[src/rtl/tog_pkg.sv]
`default_nettype none

package tog_pkg;

    // Internal widths, sized for the largest legal text length, scale and screen.
    localparam int SCALE_W     = 5;
    localparam int SIDX_W      = 4;
    localparam int SCALE_LIMIT = 16;
    localparam int LEN_W       = 9;
    localparam int CELL_W      = 7;
    localparam int LCELL_W     = 15;
    localparam int POS_W       = 17;
    localparam int DX_W        = 15;
    localparam int IDX_W       = 13;
    localparam int BASE_W      = IDX_W + CELL_W;
    localparam int RECIP_SHIFT = DX_W + CELL_W;
    localparam int RECIP_W     = RECIP_SHIFT - 2;
    localparam int PROD_W      = DX_W + RECIP_W;
    localparam int PIPE_DEPTH  = 6;

    localparam int GLYPH_COLS  = 5;
    localparam int GLYPH_ROWS  = 7;
    localparam int GLYPH_COUNT = 41;
    localparam int SLOT_W      = 6;

    localparam logic [SLOT_W-1:0] SLOT_LETTER  = 6'd10;
    localparam logic [SLOT_W-1:0] SLOT_COLON   = 6'd36;
    localparam logic [SLOT_W-1:0] SLOT_PERCENT = 6'd37;
    localparam logic [SLOT_W-1:0] SLOT_MINUS   = 6'd38;
    localparam logic [SLOT_W-1:0] SLOT_DOT     = 6'd39;
    localparam logic [SLOT_W-1:0] SLOT_BLANK   = 6'd40;

    localparam logic [7:0] CH_ZERO     = 8'h30;
    localparam logic [7:0] CH_NINE     = 8'h39;
    localparam logic [7:0] CH_UPPER_A  = 8'h41;
    localparam logic [7:0] CH_UPPER_Z  = 8'h5a;
    localparam logic [7:0] CH_LOWER_A  = 8'h61;
    localparam logic [7:0] CH_LOWER_Z  = 8'h7a;
    localparam logic [7:0] CH_COLON    = 8'h3a;
    localparam logic [7:0] CH_PERCENT  = 8'h25;
    localparam logic [7:0] CH_MINUS    = 8'h2d;
    localparam logic [7:0] CH_DOT      = 8'h2e;
    localparam logic [7:0] CASE_OFFSET = 8'd32;

    localparam logic KIND_WRITE = 1'b0;
    localparam logic KIND_PIXEL = 1'b1;

    localparam logic [1:0] MODE_CENTRED = 2'd1;
    localparam logic [1:0] MODE_CLIP    = 2'd2;

    typedef enum logic [2:0] {
        REG_ORIGIN_X    = 3'd0,
        REG_ORIGIN_Y    = 3'd1,
        REG_GLYPH_SCALE = 3'd2,
        REG_TEXT_COLOR  = 3'd3,
        REG_TEXT_LENGTH = 3'd4,
        REG_CLIP_WIDTH  = 3'd5,
        REG_LAYOUT_MODE = 3'd6
    } cfg_reg_t;

    typedef logic [RECIP_W-1:0] recip_t;

    // Reciprocals of the cell width 6*scale, rounded up, for scales 1 to 16.
    localparam recip_t CELL_RECIP [SCALE_LIMIT] = '{
        RECIP_W'(((2**RECIP_SHIFT) +  5) /  6), RECIP_W'(((2**RECIP_SHIFT) + 11) / 12),
        RECIP_W'(((2**RECIP_SHIFT) + 17) / 18), RECIP_W'(((2**RECIP_SHIFT) + 23) / 24),
        RECIP_W'(((2**RECIP_SHIFT) + 29) / 30), RECIP_W'(((2**RECIP_SHIFT) + 35) / 36),
        RECIP_W'(((2**RECIP_SHIFT) + 41) / 42), RECIP_W'(((2**RECIP_SHIFT) + 47) / 48),
        RECIP_W'(((2**RECIP_SHIFT) + 53) / 54), RECIP_W'(((2**RECIP_SHIFT) + 59) / 60),
        RECIP_W'(((2**RECIP_SHIFT) + 65) / 66), RECIP_W'(((2**RECIP_SHIFT) + 71) / 72),
        RECIP_W'(((2**RECIP_SHIFT) + 77) / 78), RECIP_W'(((2**RECIP_SHIFT) + 83) / 84),
        RECIP_W'(((2**RECIP_SHIFT) + 89) / 90), RECIP_W'(((2**RECIP_SHIFT) + 95) / 96)
    };

    // Column font: one byte per dot column, bit 0 is the top row.
    localparam logic [7:0] GLYPH_ROM [GLYPH_COUNT][GLYPH_COLS] = '{
        '{8'h3e, 8'h51, 8'h49, 8'h45, 8'h3e}, '{8'h00, 8'h42, 8'h7f, 8'h40, 8'h00},
        '{8'h62, 8'h51, 8'h49, 8'h49, 8'h46}, '{8'h22, 8'h41, 8'h49, 8'h49, 8'h36},
        '{8'h18, 8'h14, 8'h12, 8'h7f, 8'h10}, '{8'h2f, 8'h49, 8'h49, 8'h49, 8'h31},
        '{8'h3e, 8'h49, 8'h49, 8'h49, 8'h32}, '{8'h01, 8'h71, 8'h09, 8'h05, 8'h03},
        '{8'h36, 8'h49, 8'h49, 8'h49, 8'h36}, '{8'h26, 8'h49, 8'h49, 8'h49, 8'h3e},
        '{8'h7e, 8'h11, 8'h11, 8'h11, 8'h7e}, '{8'h7f, 8'h49, 8'h49, 8'h49, 8'h36},
        '{8'h3e, 8'h41, 8'h41, 8'h41, 8'h22}, '{8'h7f, 8'h41, 8'h41, 8'h22, 8'h1c},
        '{8'h7f, 8'h49, 8'h49, 8'h49, 8'h41}, '{8'h7f, 8'h09, 8'h09, 8'h09, 8'h01},
        '{8'h3e, 8'h41, 8'h49, 8'h49, 8'h7a}, '{8'h7f, 8'h08, 8'h08, 8'h08, 8'h7f},
        '{8'h00, 8'h41, 8'h7f, 8'h41, 8'h00}, '{8'h20, 8'h40, 8'h41, 8'h3f, 8'h01},
        '{8'h7f, 8'h08, 8'h14, 8'h22, 8'h41}, '{8'h7f, 8'h40, 8'h40, 8'h40, 8'h40},
        '{8'h7f, 8'h02, 8'h0c, 8'h02, 8'h7f}, '{8'h7f, 8'h02, 8'h0c, 8'h10, 8'h7f},
        '{8'h3e, 8'h41, 8'h41, 8'h41, 8'h3e}, '{8'h7f, 8'h09, 8'h09, 8'h09, 8'h06},
        '{8'h3e, 8'h41, 8'h51, 8'h21, 8'h5e}, '{8'h7f, 8'h09, 8'h19, 8'h29, 8'h46},
        '{8'h46, 8'h49, 8'h49, 8'h49, 8'h31}, '{8'h01, 8'h01, 8'h7f, 8'h01, 8'h01},
        '{8'h3f, 8'h40, 8'h40, 8'h40, 8'h3f}, '{8'h1f, 8'h20, 8'h40, 8'h20, 8'h1f},
        '{8'h7f, 8'h20, 8'h18, 8'h20, 8'h7f}, '{8'h63, 8'h14, 8'h08, 8'h14, 8'h63},
        '{8'h07, 8'h08, 8'h70, 8'h08, 8'h07}, '{8'h61, 8'h51, 8'h49, 8'h45, 8'h43},
        '{8'h00, 8'h36, 8'h36, 8'h00, 8'h00}, '{8'h23, 8'h13, 8'h08, 8'h64, 8'h62},
        '{8'h08, 8'h08, 8'h08, 8'h08, 8'h08}, '{8'h00, 8'h60, 8'h60, 8'h00, 8'h00},
        '{8'h00, 8'h00, 8'h00, 8'h00, 8'h00}
    };

    typedef struct packed {
        logic signed [10:0] origin_x;
        logic [9:0]         origin_y;
        logic [3:0]         glyph_scale;
        logic [15:0]        text_color;
        logic [5:0]         text_length;
        logic [9:0]         clip_width;
        logic [1:0]         layout_mode;
    } cfg_t;

    typedef struct packed {
        logic        kind;
        logic [4:0]  char_index;
        logic [7:0]  char_code;
        logic [9:0]  pixel_x;
        logic [9:0]  pixel_y;
        logic [15:0] background;
    } req_t;

    // Fields that ride unchanged down the pipeline.
    typedef struct packed {
        logic        kind;
        logic [4:0]  char_index;
        logic [7:0]  char_code;
        logic [15:0] background;
    } ctx_t;

    typedef struct packed {
        ctx_t               ctx;
        logic [9:0]         pixel_x;
        logic [9:0]         pixel_y;
        logic               offscreen;
        logic [SCALE_W-1:0] scale;
        logic [CELL_W-1:0]  pitch;
        logic [LEN_W-1:0]   len;
        logic [LCELL_W-1:0] len_cell;
    } lay_t;

    typedef struct packed {
        ctx_t               ctx;
        logic               miss;
        logic [DX_W-1:0]    dx;
        logic [9:0]         dy;
        logic [SCALE_W-1:0] scale;
        logic [CELL_W-1:0]  pitch;
        logic [LEN_W-1:0]   len;
    } geo_t;

    typedef struct packed {
        ctx_t               ctx;
        logic               miss;
        logic [DX_W-1:0]    dx;
        logic [IDX_W-1:0]   idx;
        logic [2:0]         row;
        logic [SCALE_W-1:0] scale;
        logic [CELL_W-1:0]  pitch;
        logic [LEN_W-1:0]   len;
    } div_t;

    typedef struct packed {
        ctx_t               ctx;
        logic               miss;
        logic [IDX_W-1:0]   idx;
        logic [CELL_W-1:0]  rem;
        logic [2:0]         row;
        logic [SCALE_W-1:0] scale;
    } pos_t;

    typedef struct packed {
        logic        kind;
        logic [15:0] background;
        logic        miss;
        logic [2:0]  col;
        logic [2:0]  row;
    } look_t;

    // Font slot of a character code; lower case folds to upper case.
    function automatic logic [SLOT_W-1:0] glyph_slot(input logic [7:0] code);
        logic [7:0]        c;
        logic [SLOT_W-1:0] slot;
        c = code;
        if (c >= CH_LOWER_A && c <= CH_LOWER_Z)
        begin
            c = c - CASE_OFFSET;
        end
        slot = SLOT_BLANK;
        if (c >= CH_ZERO && c <= CH_NINE)
        begin
            slot = SLOT_W'(c - CH_ZERO);
        end
        else if (c >= CH_UPPER_A && c <= CH_UPPER_Z)
        begin
            slot = SLOT_W'(c - CH_UPPER_A) + SLOT_LETTER;
        end
        else if (c == CH_COLON)
        begin
            slot = SLOT_COLON;
        end
        else if (c == CH_PERCENT)
        begin
            slot = SLOT_PERCENT;
        end
        else if (c == CH_MINUS)
        begin
            slot = SLOT_MINUS;
        end
        else if (c == CH_DOT)
        begin
            slot = SLOT_DOT;
        end
        return slot;
    endfunction

endpackage

`default_nettype wire

[src/rtl/tog_if.sv]
`default_nettype none

interface tog_req_if;
    logic        valid;
    logic        ready;
    logic        kind;
    logic [4:0]  char_index;
    logic [7:0]  char_code;
    logic [9:0]  pixel_x;
    logic [9:0]  pixel_y;
    logic [15:0] background;

    modport source (output valid, kind, char_index, char_code, pixel_x, pixel_y, background,
                    input ready);
    modport sink (input valid, kind, char_index, char_code, pixel_x, pixel_y, background,
                  output ready);
endinterface

interface tog_rsp_if;
    logic        valid;
    logic        ready;
    logic [15:0] pixel_color;
    logic        covered;

    modport source (output valid, pixel_color, covered, input ready);
    modport sink (input valid, pixel_color, covered, output ready);
endinterface

`default_nettype wire

[src/rtl/tog_layout.sv]
`default_nettype none

module tog_layout #(
    parameter int LINE_CHARS   = 32,
    parameter int SCREEN_WIDTH = 240,
    parameter int MAX_SCALE    = 8
) (
    input  logic          clk,
    input  logic          rst_n,
    input  tog_pkg::cfg_t cfg,
    input  logic          up_valid,
    output logic          up_ready,
    input  tog_pkg::req_t up_data,
    output logic          dn_valid,
    input  logic          dn_ready,
    output tog_pkg::geo_t dn_data
);
    import tog_pkg::*;

    logic a_valid_reg;
    lay_t a_reg;
    lay_t a_next;
    logic b_valid_reg;
    geo_t b_reg;
    geo_t b_next;
    logic a_en;
    logic b_en;

    assign b_en     = !b_valid_reg || dn_ready;
    assign a_en     = !a_valid_reg || b_en;
    assign up_ready = a_en;
    assign dn_valid = b_valid_reg;
    assign dn_data  = b_reg;

    // Clamped scale and length, cell width and the unclipped line span.
    always_comb
    begin
        logic [SCALE_W-1:0] scale_raw;
        logic [SCALE_W-1:0] scale_c;
        logic [LEN_W-1:0]   len_raw;
        logic [LEN_W-1:0]   len_c;
        logic [CELL_W-1:0]  pitch;
        scale_raw = SCALE_W'(cfg.glyph_scale);
        if (scale_raw == '0)
        begin
            scale_c = SCALE_W'(1);
        end
        else if (scale_raw > SCALE_W'(MAX_SCALE))
        begin
            scale_c = SCALE_W'(MAX_SCALE);
        end
        else
        begin
            scale_c = scale_raw;
        end
        len_raw = LEN_W'(cfg.text_length);
        len_c   = (len_raw > LEN_W'(LINE_CHARS)) ? LEN_W'(LINE_CHARS) : len_raw;
        pitch   = (CELL_W'(scale_c) << 2) + (CELL_W'(scale_c) << 1);

        a_next.ctx.kind       = up_data.kind;
        a_next.ctx.char_index = up_data.char_index;
        a_next.ctx.char_code  = up_data.char_code;
        a_next.ctx.background = up_data.background;
        a_next.pixel_x        = up_data.pixel_x;
        a_next.pixel_y        = up_data.pixel_y;
        a_next.offscreen      = up_data.pixel_x >= 10'(SCREEN_WIDTH);
        a_next.scale          = scale_c;
        a_next.pitch          = pitch;
        a_next.len            = len_c;
        a_next.len_cell       = LCELL_W'(len_c) * LCELL_W'(pitch);
    end

    // Line origin and offsets of the pixel from it.
    always_comb
    begin
        logic [LCELL_W-1:0]      width;
        logic signed [POS_W-1:0] span;
        logic signed [POS_W-1:0] round_c;
        logic signed [POS_W-1:0] x0;
        logic signed [POS_W-1:0] dx;
        logic signed [10:0]      dy;
        width   = (a_reg.len == '0) ? '0 : a_reg.len_cell - LCELL_W'(a_reg.scale);
        span    = $signed(POS_W'(SCREEN_WIDTH)) - $signed({2'b00, width});
        // The shift rounds down; negative spans are nudged up to truncate.
        round_c = $signed({{(POS_W-1){1'b0}}, span[POS_W-1]});
        if (cfg.layout_mode == MODE_CENTRED)
        begin
            x0 = (span + round_c) >>> 1;
        end
        else
        begin
            x0 = $signed({{(POS_W-11){cfg.origin_x[10]}}, cfg.origin_x});
        end
        dx = $signed({{(POS_W-10){1'b0}}, a_reg.pixel_x}) - x0;
        dy = $signed({1'b0, a_reg.pixel_y}) - $signed({1'b0, cfg.origin_y});

        b_next.ctx   = a_reg.ctx;
        b_next.miss  = a_reg.offscreen || dx[POS_W-1] || dy[10];
        b_next.dx    = dx[DX_W-1:0];
        b_next.dy    = dy[9:0];
        b_next.scale = a_reg.scale;
        b_next.pitch = a_reg.pitch;
        b_next.len   = a_reg.len;
    end

    always_ff @(posedge clk or negedge rst_n)
    begin
        if (!rst_n)
        begin
            a_valid_reg <= 1'b0;
            b_valid_reg <= 1'b0;
        end
        else
        begin
            if (a_en)
            begin
                a_valid_reg <= up_valid;
            end
            if (b_en)
            begin
                b_valid_reg <= a_valid_reg;
            end
        end
    end

    always_ff @(posedge clk)
    begin
        if (a_en && up_valid)
        begin
            a_reg <= a_next;
        end
        if (b_en && a_valid_reg)
        begin
            b_reg <= b_next;
        end
    end

endmodule

`default_nettype wire

[src/rtl/tog_divide.sv]
`default_nettype none

module tog_divide (
    input  logic          clk,
    input  logic          rst_n,
    input  tog_pkg::cfg_t cfg,
    input  logic          up_valid,
    output logic          up_ready,
    input  tog_pkg::geo_t up_data,
    output logic          dn_valid,
    input  logic          dn_ready,
    output tog_pkg::pos_t dn_data
);
    import tog_pkg::*;

    logic c_valid_reg;
    div_t c_reg;
    div_t c_next;
    logic d_valid_reg;
    pos_t d_reg;
    pos_t d_next;
    logic c_en;
    logic d_en;

    assign d_en     = !d_valid_reg || dn_ready;
    assign c_en     = !c_valid_reg || d_en;
    assign up_ready = c_en;
    assign dn_valid = d_valid_reg;
    assign dn_data  = d_reg;

    // Cell index by reciprocal multiply, exact over the whole offset range,
    // and the dot row by comparing against multiples of the scale.
    always_comb
    begin
        logic [SIDX_W-1:0] sidx;
        logic [PROD_W-1:0] prod;
        logic [9:0]        row_thr;
        logic [2:0]        row_cnt;
        sidx    = SIDX_W'(up_data.scale - SCALE_W'(1));
        prod    = PROD_W'(up_data.dx) * PROD_W'(CELL_RECIP[sidx]);
        row_thr = '0;
        row_cnt = '0;
        for (int k = 0; k < GLYPH_ROWS; k++)
        begin
            row_thr = row_thr + 10'(up_data.scale);
            if (up_data.dy >= row_thr)
            begin
                row_cnt = row_cnt + 3'd1;
            end
        end
        c_next.ctx   = up_data.ctx;
        c_next.miss  = up_data.miss || (row_cnt == 3'(GLYPH_ROWS));
        c_next.dx    = up_data.dx;
        c_next.idx   = prod[RECIP_SHIFT +: IDX_W];
        c_next.row   = row_cnt;
        c_next.scale = up_data.scale;
        c_next.pitch = up_data.pitch;
        c_next.len   = up_data.len;
    end

    // Offset inside the cell, line length and the clip test.
    always_comb
    begin
        logic [BASE_W-1:0] base;
        logic [DX_W-1:0]   rem_full;
        logic [CELL_W-1:0] five_s;
        logic              fits;
        logic              beyond;
        base     = BASE_W'(c_reg.idx) * BASE_W'(c_reg.pitch);
        rem_full = c_reg.dx - base[DX_W-1:0];
        five_s   = (CELL_W'(c_reg.scale) << 2) + CELL_W'(c_reg.scale);
        // A cell is kept when its glyph ends within the clip width; the
        // first cell is always kept.
        fits     = (c_reg.idx == '0)
                   || (base + BASE_W'(five_s) <= BASE_W'(cfg.clip_width));
        beyond   = c_reg.idx >= IDX_W'(c_reg.len);

        d_next.ctx   = c_reg.ctx;
        d_next.miss  = c_reg.miss || beyond || ((cfg.layout_mode == MODE_CLIP) && !fits);
        d_next.idx   = c_reg.idx;
        d_next.rem   = rem_full[CELL_W-1:0];
        d_next.row   = c_reg.row;
        d_next.scale = c_reg.scale;
    end

    always_ff @(posedge clk or negedge rst_n)
    begin
        if (!rst_n)
        begin
            c_valid_reg <= 1'b0;
            d_valid_reg <= 1'b0;
        end
        else
        begin
            if (c_en)
            begin
                c_valid_reg <= up_valid;
            end
            if (d_en)
            begin
                d_valid_reg <= c_valid_reg;
            end
        end
    end

    always_ff @(posedge clk)
    begin
        if (c_en && up_valid)
        begin
            c_reg <= c_next;
        end
        if (d_en && c_valid_reg)
        begin
            d_reg <= d_next;
        end
    end

endmodule

`default_nettype wire

[src/rtl/tog_glyph.sv]
`default_nettype none

module tog_glyph #(
    parameter int LINE_CHARS = 32
) (
    input  logic          clk,
    input  logic          rst_n,
    input  tog_pkg::cfg_t cfg,
    input  logic          up_valid,
    output logic          up_ready,
    input  tog_pkg::pos_t up_data,
    output logic          dn_valid,
    input  logic          dn_ready,
    output logic [15:0]   dn_color,
    output logic          dn_covered
);
    import tog_pkg::*;

    localparam int AW = (LINE_CHARS > 1) ? $clog2(LINE_CHARS) : 1;

    logic [7:0]  store_mem [LINE_CHARS];
    logic [7:0]  code_reg;
    logic        e_valid_reg;
    look_t       e_reg;
    look_t       e_next;
    logic        out_valid_reg;
    logic [15:0] out_color_reg;
    logic [15:0] out_color_next;
    logic        out_covered_reg;
    logic        out_covered_next;
    logic        e_en;
    logic        f_en;
    logic        store_write;
    logic [AW-1:0] waddr;
    logic [AW-1:0] raddr;

    assign f_en       = !out_valid_reg || dn_ready;
    assign e_en       = !e_valid_reg || f_en;
    assign up_ready   = e_en;
    assign dn_valid   = out_valid_reg;
    assign dn_color   = out_color_reg;
    assign dn_covered = out_covered_reg;

    assign store_write = up_valid && (up_data.ctx.kind == KIND_WRITE)
                         && (LEN_W'(up_data.ctx.char_index) < LEN_W'(LINE_CHARS));
    assign waddr       = AW'(up_data.ctx.char_index);
    assign raddr       = AW'(up_data.idx);

    // Dot column inside the cell.
    always_comb
    begin
        logic [CELL_W-1:0] col_thr;
        logic [2:0]        col_cnt;
        col_thr = '0;
        col_cnt = '0;
        for (int k = 0; k < GLYPH_COLS; k++)
        begin
            col_thr = col_thr + CELL_W'(up_data.scale);
            if (up_data.rem >= col_thr)
            begin
                col_cnt = col_cnt + 3'd1;
            end
        end
        e_next.kind       = up_data.ctx.kind;
        e_next.background = up_data.ctx.background;
        e_next.miss       = up_data.miss || (col_cnt == 3'(GLYPH_COLS));
        e_next.col        = col_cnt;
        e_next.row        = up_data.row;
    end

    // Font lookup on the stored code and the final colour choice.
    always_comb
    begin
        logic [SLOT_W-1:0] slot;
        logic              hit;
        slot = glyph_slot(code_reg);
        hit  = (e_reg.kind == KIND_PIXEL) && !e_reg.miss
               && GLYPH_ROM[slot][e_reg.col][e_reg.row];
        out_covered_next = hit;
        if (e_reg.kind == KIND_WRITE)
        begin
            out_color_next = '0;
        end
        else if (hit)
        begin
            out_color_next = cfg.text_color;
        end
        else
        begin
            out_color_next = e_reg.background;
        end
    end

    always_ff @(posedge clk or negedge rst_n)
    begin
        if (!rst_n)
        begin
            e_valid_reg   <= 1'b0;
            out_valid_reg <= 1'b0;
        end
        else
        begin
            if (e_en)
            begin
                e_valid_reg <= up_valid;
            end
            if (f_en)
            begin
                out_valid_reg <= e_valid_reg;
            end
        end
    end

    // Writes and reads share this stage, so they happen in request order.
    always_ff @(posedge clk)
    begin
        if (e_en && store_write)
        begin
            store_mem[waddr] <= up_data.ctx.char_code;
        end
        if (e_en && up_valid)
        begin
            code_reg <= store_mem[raddr];
            e_reg    <= e_next;
        end
        if (f_en && e_valid_reg)
        begin
            out_color_reg   <= out_color_next;
            out_covered_reg <= out_covered_next;
        end
    end

endmodule

`default_nettype wire

[src/rtl/text_overlay_glyph_rasterizer_unit.sv]
// Text overlay for one line of up to LINE_CHARS characters in a built-in 5x7 column
// font (digits, A-Z, colon, percent, minus and full stop; lower case is shown as
// upper case and every other code is a blank cell). Each request is either a
// character write into the text store or a pixel query; every request gives
// exactly one result, in request order. A pixel query returns the text colour
// where a glyph dot covers the pixel and the background otherwise; a character
// write returns colour zero, not covered. The block takes one request
// every clock cycle when the result side keeps up: the work runs
// through a six-register pipeline (layout
// and origin, cell index by reciprocal multiply, cell offset and clipping,
// text store read, font lookup into the output register), and each stage
// advances whenever the stage after it is empty or moving, so bubbles close
// up and a waiting result never holds back requests that still fit. The text
// store is not cleared at reset; a character must be written before it is
// shown. The configuration registers may be written only while no request is
// in flight, and the change applies to the next request.
`default_nettype none

module text_overlay_glyph_rasterizer_unit #(
    parameter int LINE_CHARS   = 32,
    parameter int SCREEN_WIDTH = 240,
    parameter int MAX_SCALE    = 8
) (
    input  logic        clk,
    input  logic        rst_n,
    tog_req_if.sink     request,
    tog_rsp_if.source   result,
    input  logic        cfg_we,
    input  logic [2:0]  cfg_index,
    input  logic [15:0] cfg_data
);
    import tog_pkg::*;

    // Configuration registers, reset to their documented defaults.
    logic signed [10:0] origin_x_reg;
    logic [9:0]         origin_y_reg;
    logic [3:0]         glyph_scale_reg;
    logic [15:0]        text_color_reg;
    logic [5:0]         text_length_reg;
    logic [9:0]         clip_width_reg;
    logic [1:0]         layout_mode_reg;
    cfg_t               cfg;

    req_t req;
    logic geo_valid;
    logic geo_ready;
    geo_t geo;
    logic pos_valid;
    logic pos_ready;
    pos_t pos;

    always_ff @(posedge clk or negedge rst_n)
    begin
        if (!rst_n)
        begin
            origin_x_reg    <= '0;
            origin_y_reg    <= '0;
            glyph_scale_reg <= 4'd1;
            text_color_reg  <= 16'hffff;
            text_length_reg <= '0;
            clip_width_reg  <= 10'd1023;
            layout_mode_reg <= '0;
        end
        else if (cfg_we)
        begin
            unique case (cfg_reg_t'(cfg_index))
                REG_ORIGIN_X:    origin_x_reg    <= $signed(cfg_data[10:0]);
                REG_ORIGIN_Y:    origin_y_reg    <= cfg_data[9:0];
                REG_GLYPH_SCALE: glyph_scale_reg <= cfg_data[3:0];
                REG_TEXT_COLOR:  text_color_reg  <= cfg_data;
                REG_TEXT_LENGTH: text_length_reg <= cfg_data[5:0];
                REG_CLIP_WIDTH:  clip_width_reg  <= cfg_data[9:0];
                REG_LAYOUT_MODE: layout_mode_reg <= cfg_data[1:0];
                default:         ;
            endcase
        end
    end

    assign cfg.origin_x    = origin_x_reg;
    assign cfg.origin_y    = origin_y_reg;
    assign cfg.glyph_scale = glyph_scale_reg;
    assign cfg.text_color  = text_color_reg;
    assign cfg.text_length = text_length_reg;
    assign cfg.clip_width  = clip_width_reg;
    assign cfg.layout_mode = layout_mode_reg;

    assign req.kind       = request.kind;
    assign req.char_index = request.char_index;
    assign req.char_code  = request.char_code;
    assign req.pixel_x    = request.pixel_x;
    assign req.pixel_y    = request.pixel_y;
    assign req.background = request.background;

    // Stages one and two: clamped settings, line origin and pixel offsets.
    tog_layout #(
        .LINE_CHARS   (LINE_CHARS),
        .SCREEN_WIDTH (SCREEN_WIDTH),
        .MAX_SCALE    (MAX_SCALE)
    ) u_layout (
        .clk      (clk),
        .rst_n    (rst_n),
        .cfg      (cfg),
        .up_valid (request.valid),
        .up_ready (request.ready),
        .up_data  (req),
        .dn_valid (geo_valid),
        .dn_ready (geo_ready),
        .dn_data  (geo)
    );

    // Stages three and four: character cell, offset within it and clipping.
    tog_divide u_divide (
        .clk      (clk),
        .rst_n    (rst_n),
        .cfg      (cfg),
        .up_valid (geo_valid),
        .up_ready (geo_ready),
        .up_data  (geo),
        .dn_valid (pos_valid),
        .dn_ready (pos_ready),
        .dn_data  (pos)
    );

    // Stages five and six: text store, font lookup and the output register.
    tog_glyph #(
        .LINE_CHARS (LINE_CHARS)
    ) u_glyph (
        .clk        (clk),
        .rst_n      (rst_n),
        .cfg        (cfg),
        .up_valid   (pos_valid),
        .up_ready   (pos_ready),
        .up_data    (pos),
        .dn_valid   (result.valid),
        .dn_ready   (result.ready),
        .dn_color   (result.pixel_color),
        .dn_covered (result.covered)
    );

endmodule

`default_nettype wire

[src/flat_wrapper.sv]
// flat-port wrapper written by rule: the top's interface ports become plain ports
module text_overlay_glyph_rasterizer_unit_flat import tog_pkg::*;
#(
    parameter int LINE_CHARS   = 32,
    parameter int SCREEN_WIDTH = 240,
    parameter int MAX_SCALE    = 8
)
  (clk, rst_n, cfg_we, cfg_index, cfg_data, request_valid, request_kind, request_char_index, request_char_code, request_pixel_x, request_pixel_y, request_background, request_ready, result_valid, result_pixel_color, result_covered, result_ready);
  tog_req_if request_i ();
  tog_rsp_if result_i ();
  input  logic clk;
  input  logic rst_n;
  input  logic cfg_we;
  input  logic [2:0] cfg_index;
  input  logic [15:0] cfg_data;
  input wire logic [$bits(request_i.valid)-1:0] request_valid;
  input wire logic [$bits(request_i.kind)-1:0] request_kind;
  input wire logic [$bits(request_i.char_index)-1:0] request_char_index;
  input wire logic [$bits(request_i.char_code)-1:0] request_char_code;
  input wire logic [$bits(request_i.pixel_x)-1:0] request_pixel_x;
  input wire logic [$bits(request_i.pixel_y)-1:0] request_pixel_y;
  input wire logic [$bits(request_i.background)-1:0] request_background;
  output wire logic [$bits(request_i.ready)-1:0] request_ready;
  output wire logic [$bits(result_i.valid)-1:0] result_valid;
  output wire logic [$bits(result_i.pixel_color)-1:0] result_pixel_color;
  output wire logic [$bits(result_i.covered)-1:0] result_covered;
  input wire logic [$bits(result_i.ready)-1:0] result_ready;
  assign request_i.valid = request_valid;
  assign request_i.kind = request_kind;
  assign request_i.char_index = request_char_index;
  assign request_i.char_code = request_char_code;
  assign request_i.pixel_x = request_pixel_x;
  assign request_i.pixel_y = request_pixel_y;
  assign request_i.background = request_background;
  assign request_ready = request_i.ready;
  assign result_valid = result_i.valid;
  assign result_pixel_color = result_i.pixel_color;
  assign result_covered = result_i.covered;
  assign result_i.ready = result_ready;
  text_overlay_glyph_rasterizer_unit #(.LINE_CHARS(LINE_CHARS), .SCREEN_WIDTH(SCREEN_WIDTH), .MAX_SCALE(MAX_SCALE)) u_core (.clk(clk), .rst_n(rst_n), .request(request_i), .result(result_i), .cfg_we(cfg_we), .cfg_index(cfg_index), .cfg_data(cfg_data));
endmodule
[config.mk]
export PLATFORM = sky130hd
export DESIGN_NAME = text_overlay_glyph_rasterizer_unit_flat
export DESIGN_NICKNAME = d
export VERILOG_FILES = /design/src/rtl/tog_pkg.sv /design/src/rtl/tog_if.sv /design/src/rtl/tog_layout.sv /design/src/rtl/tog_divide.sv /design/src/rtl/tog_glyph.sv /design/src/rtl/text_overlay_glyph_rasterizer_unit.sv /design/src/flat_wrapper.sv
export SDC_FILE = /design/constraint.sdc
export NUM_CORES = 2
export LEC_CHECK = 0
export BUFFER_PORTS_ARGS = -buffer_cell sky130_fd_sc_hd__buf_2
export CAP_MARGIN = 10
export CORE_ASPECT_RATIO = 1.5
export CORE_UTILIZATION = 55
export CTS_BUF_LIST = sky130_fd_sc_hd__clkbuf_4 sky130_fd_sc_hd__clkbuf_8
export DETAILED_ROUTE_END_ITERATION = 10
export HOLD_SLACK_MARGIN = 0.15
export PLACE_DENSITY = 0.82
export SLEW_MARGIN = 20
export SYNTH_ARGS = -nofsm -noshare
export SYNTH_HDL_FRONTEND = slang
export SYNTH_HIERARCHICAL = 1
export SYNTH_SLANG_ARGS = --single-unit
[constraint.sdc]
create_clock -name clk -period 9.35 [get_ports clk]
set_input_delay 0.4675 -clock clk [delete_from_list [all_inputs] [get_ports clk]]
set_output_delay 0.4675 -clock clk [all_outputs]
set_load 0.05 [all_outputs]
==> summary.md <==
| Metric | Value |
|---|---|
| Critical-path top delay cell | `fa_1` |
| GPL Wtd Cong | `0.960` |
| Layout cells sized above 1 | `0.138` |
| Antenna Violating Nets Remaining | `0` |
| GRT Util Overall | `0.272` |
| HP Class | `input port to flip-flop` |
| Final setup viols | `0` |
| Max H-tree Level | `3` |
| Setup TNS | `0 ns` |
| Slew HR | `0.239` |
| Dpl hpwl | `82.2 mm` |
| YS warnings | `6` |
| Worst Tran Pin Value | `1.14 ns` |
| Worst reg-to-reg setup slack | `0.75 ns` |
| Crit-path most repeated cell | `fa_1` |
| Worst Hold Path EP | `u_core/text_color_reg[6]` |
| Max reg flops | `256` |
| R2R depth | `28` |
| Total gr overflow | `0` |
| Die area | `85000 um2` |
| Drt wl/cell | `21.7 um` |
| Cell Area, Synth | `46100 um2` |
| # DRC | `0` |
| CP required | `9.79 ns` |
| Antenna violations before repair | `4` |
| Core area | `82600 um2` |
| Worst Hold Depth | `2` |
| Clock skew | `0.0645 ns` |
| Arrival time at the worst endpoint | `9.04 ns` |
| FF/Latch Area | `19100 um2` |
| Worst stage delay on the critical path | `0.57 ns` |
| Die Ht | `357 um` |
| Initial drt markers | `2022` |
| Post-Synthesis Cells | `3897` |
| Clk pin slew, worst setup/hold paths | `0.06 ns` |
| Fin. max-slew vios | `0` |
| Via Count | `31100` |
| Worst R2R Start | `u_core/u_layout/dn_data[17]` |
| Critical path class | `flip-flop to flip-flop` |
| Vias in the first global route | `33100` |
| Crit Path Max Fanout | `15` |
| Reg2reg end | `u_core/u_divide/c_reg[36]` |
| TritonCTS clock tree | `built` |
| Routed WL | `114 mm` |
| Clock Latency Late Sink | `0.75 ns` |
| Crit end category | `flip-flop` |
| Cell row count | `129` |
| Pin count of the biggest net entering global routing | `79` |
| Starting Density | `0.558` |
| Initial DRT Pass Iterations | `6` |
| # nets final | `4812` |
| Crit start category | `flip-flop` |
| CTS Buf Count | `98` |
| Clk root buf | `clkbuf_8` |
| Hold Path Origin | `cfg_data[6]` |
| RSZ-0062 raised after global routing | `false` |
| Status | `complete, no violations` |
| Area occupied by multi-input gates | `24700 um2` |
| Fin crit period | `8.60 ns` |
| First-pass GRT wire length | `178 mm` |
| Synth-to-layout area growth | `9.90%` |
| Mean post-synth cell area | `11.8 um2` |
| Vias per inst | `5.92` |
| Resized Gates After CTS | `0` |
| Final Cycle Share | `0.920` |
| Hold slack | `0.192 ns` |
| Die W | `238 um` |
| Final hold viol count | `0` |
| Io pins | `93` |
| Clock buffer depth | `3` |
| PortBufs | `92` |
| Filler instances | `6294` |
| Number of clock sinks | `645` |
| Max-cap violations | `0` |
| Fmax | `0.116 GHz` |
critical path, delay by kind of cell (launching register included):
family	cells	cell delay [ns]
fa+ha+maj	8	3.83
compound gates	8	1.98
simple gates	7	1.57
buf+inv	4	0.52
flops	1	0.34
xor+xnor	1	0.07
per-stage QoR:
| step | setup WS, ns | instances | cell area (um2) | util |
|---|---|---|---|---|
| final | 0.751 | 5254 | 50600 | 0.613 |
| after global routing | 0.206 | 5254 | 50600 | 0.613 |
| after CTS | 0.816 | 5247 | 50500 | 0.611 |
| after detailed placement | 0.867 | 5002 | 47700 | 0.577 |
| after global placement | 0.967 | 5002 | 47700 | 0.577 |
| after floorplan | 0.803 | 3903 | 46100 | - |
cell type report:
type / instances / share of cell area
multi-input cells: 2651 / 0.487
flip-flops and latches: 645 / 0.377
clock buffers: 145 / 0.0353
inverters: 455 / 0.0337
repair buffers: 206 / 0.0307
well taps: 1113 / 0.0275
clock inverters: 37 / 0.00897
diodes: 2 / 0.0000988
worst max-delay path by stage:
stage,cells past startpoint,start,to,slack (ns)
after floorplan,31,u_core/u_layout/dn_data[16],u_core/u_divide/c_reg[36],0.80
after CTS,28,u_core/u_layout/dn_data[17],u_core/u_divide/c_reg[36],0.82
after global placement,28,u_core/u_layout/dn_data[17],u_core/u_divide/c_reg[36],0.97
after global routing,28,u_core/u_layout/dn_data[17],u_core/u_divide/c_reg[36],0.21
final,28,u_core/u_layout/dn_data[17],u_core/u_divide/c_reg[36],0.75
after detailed placement,29,u_core/u_layout/dn_data[17],u_core/u_divide/c_reg[36],0.87
placed cells by master, fill, tap and decap left out, types with 20 or more instances in the layout:
| master | count |
|---|---|
| mux2_2 | 49 |
| a21o_1 | 57 |
| buf_2 | 92 |
| dlygate4sd3_1 | 63 |
| ha_1 | 366 |
| mux4_2 | 80 |
| o21ai_0 | 97 |
| buf_4 | 45 |
| nand3_1 | 41 |
| dfrtp_1 | 38 |
| edfxtp_1 | 580 |
| xor2_1 | 45 |
| and2_1 | 206 |
| nand2b_1 | 51 |
| nor3_1 | 36 |
| mux2i_1 | 38 |
| inv_1 | 449 |
| a211oi_1 | 26 |
| o21ai_1 | 22 |
| nor2b_1 | 31 |
| nor2_1 | 156 |
| nand2_1 | 378 |
| dfstp_2 | 27 |
| clkbuf_8 | 112 |
| mux2_4 | 26 |
| a21oi_1 | 157 |
| clkbuf_4 | 33 |
| o21a_1 | 25 |
| xnor2_1 | 93 |
| o211ai_1 | 20 |
| fa_1 | 315 |
per-layer routing:
layer	track usage	share of wire
met1	0.293	0.34
met2	0.500	0.53
met3	0.0377	0.061
met4	0.173	0.065
met5	0	0
what timing repair did:
item,in CTS,in global routing
hold buffers,63,0
endpoints found under the hold margin,112,0
setup buffers,0,0
Power is not shown: default switching activity piles up to over one toggle a cycle in this logic, so the estimate is an artifact.
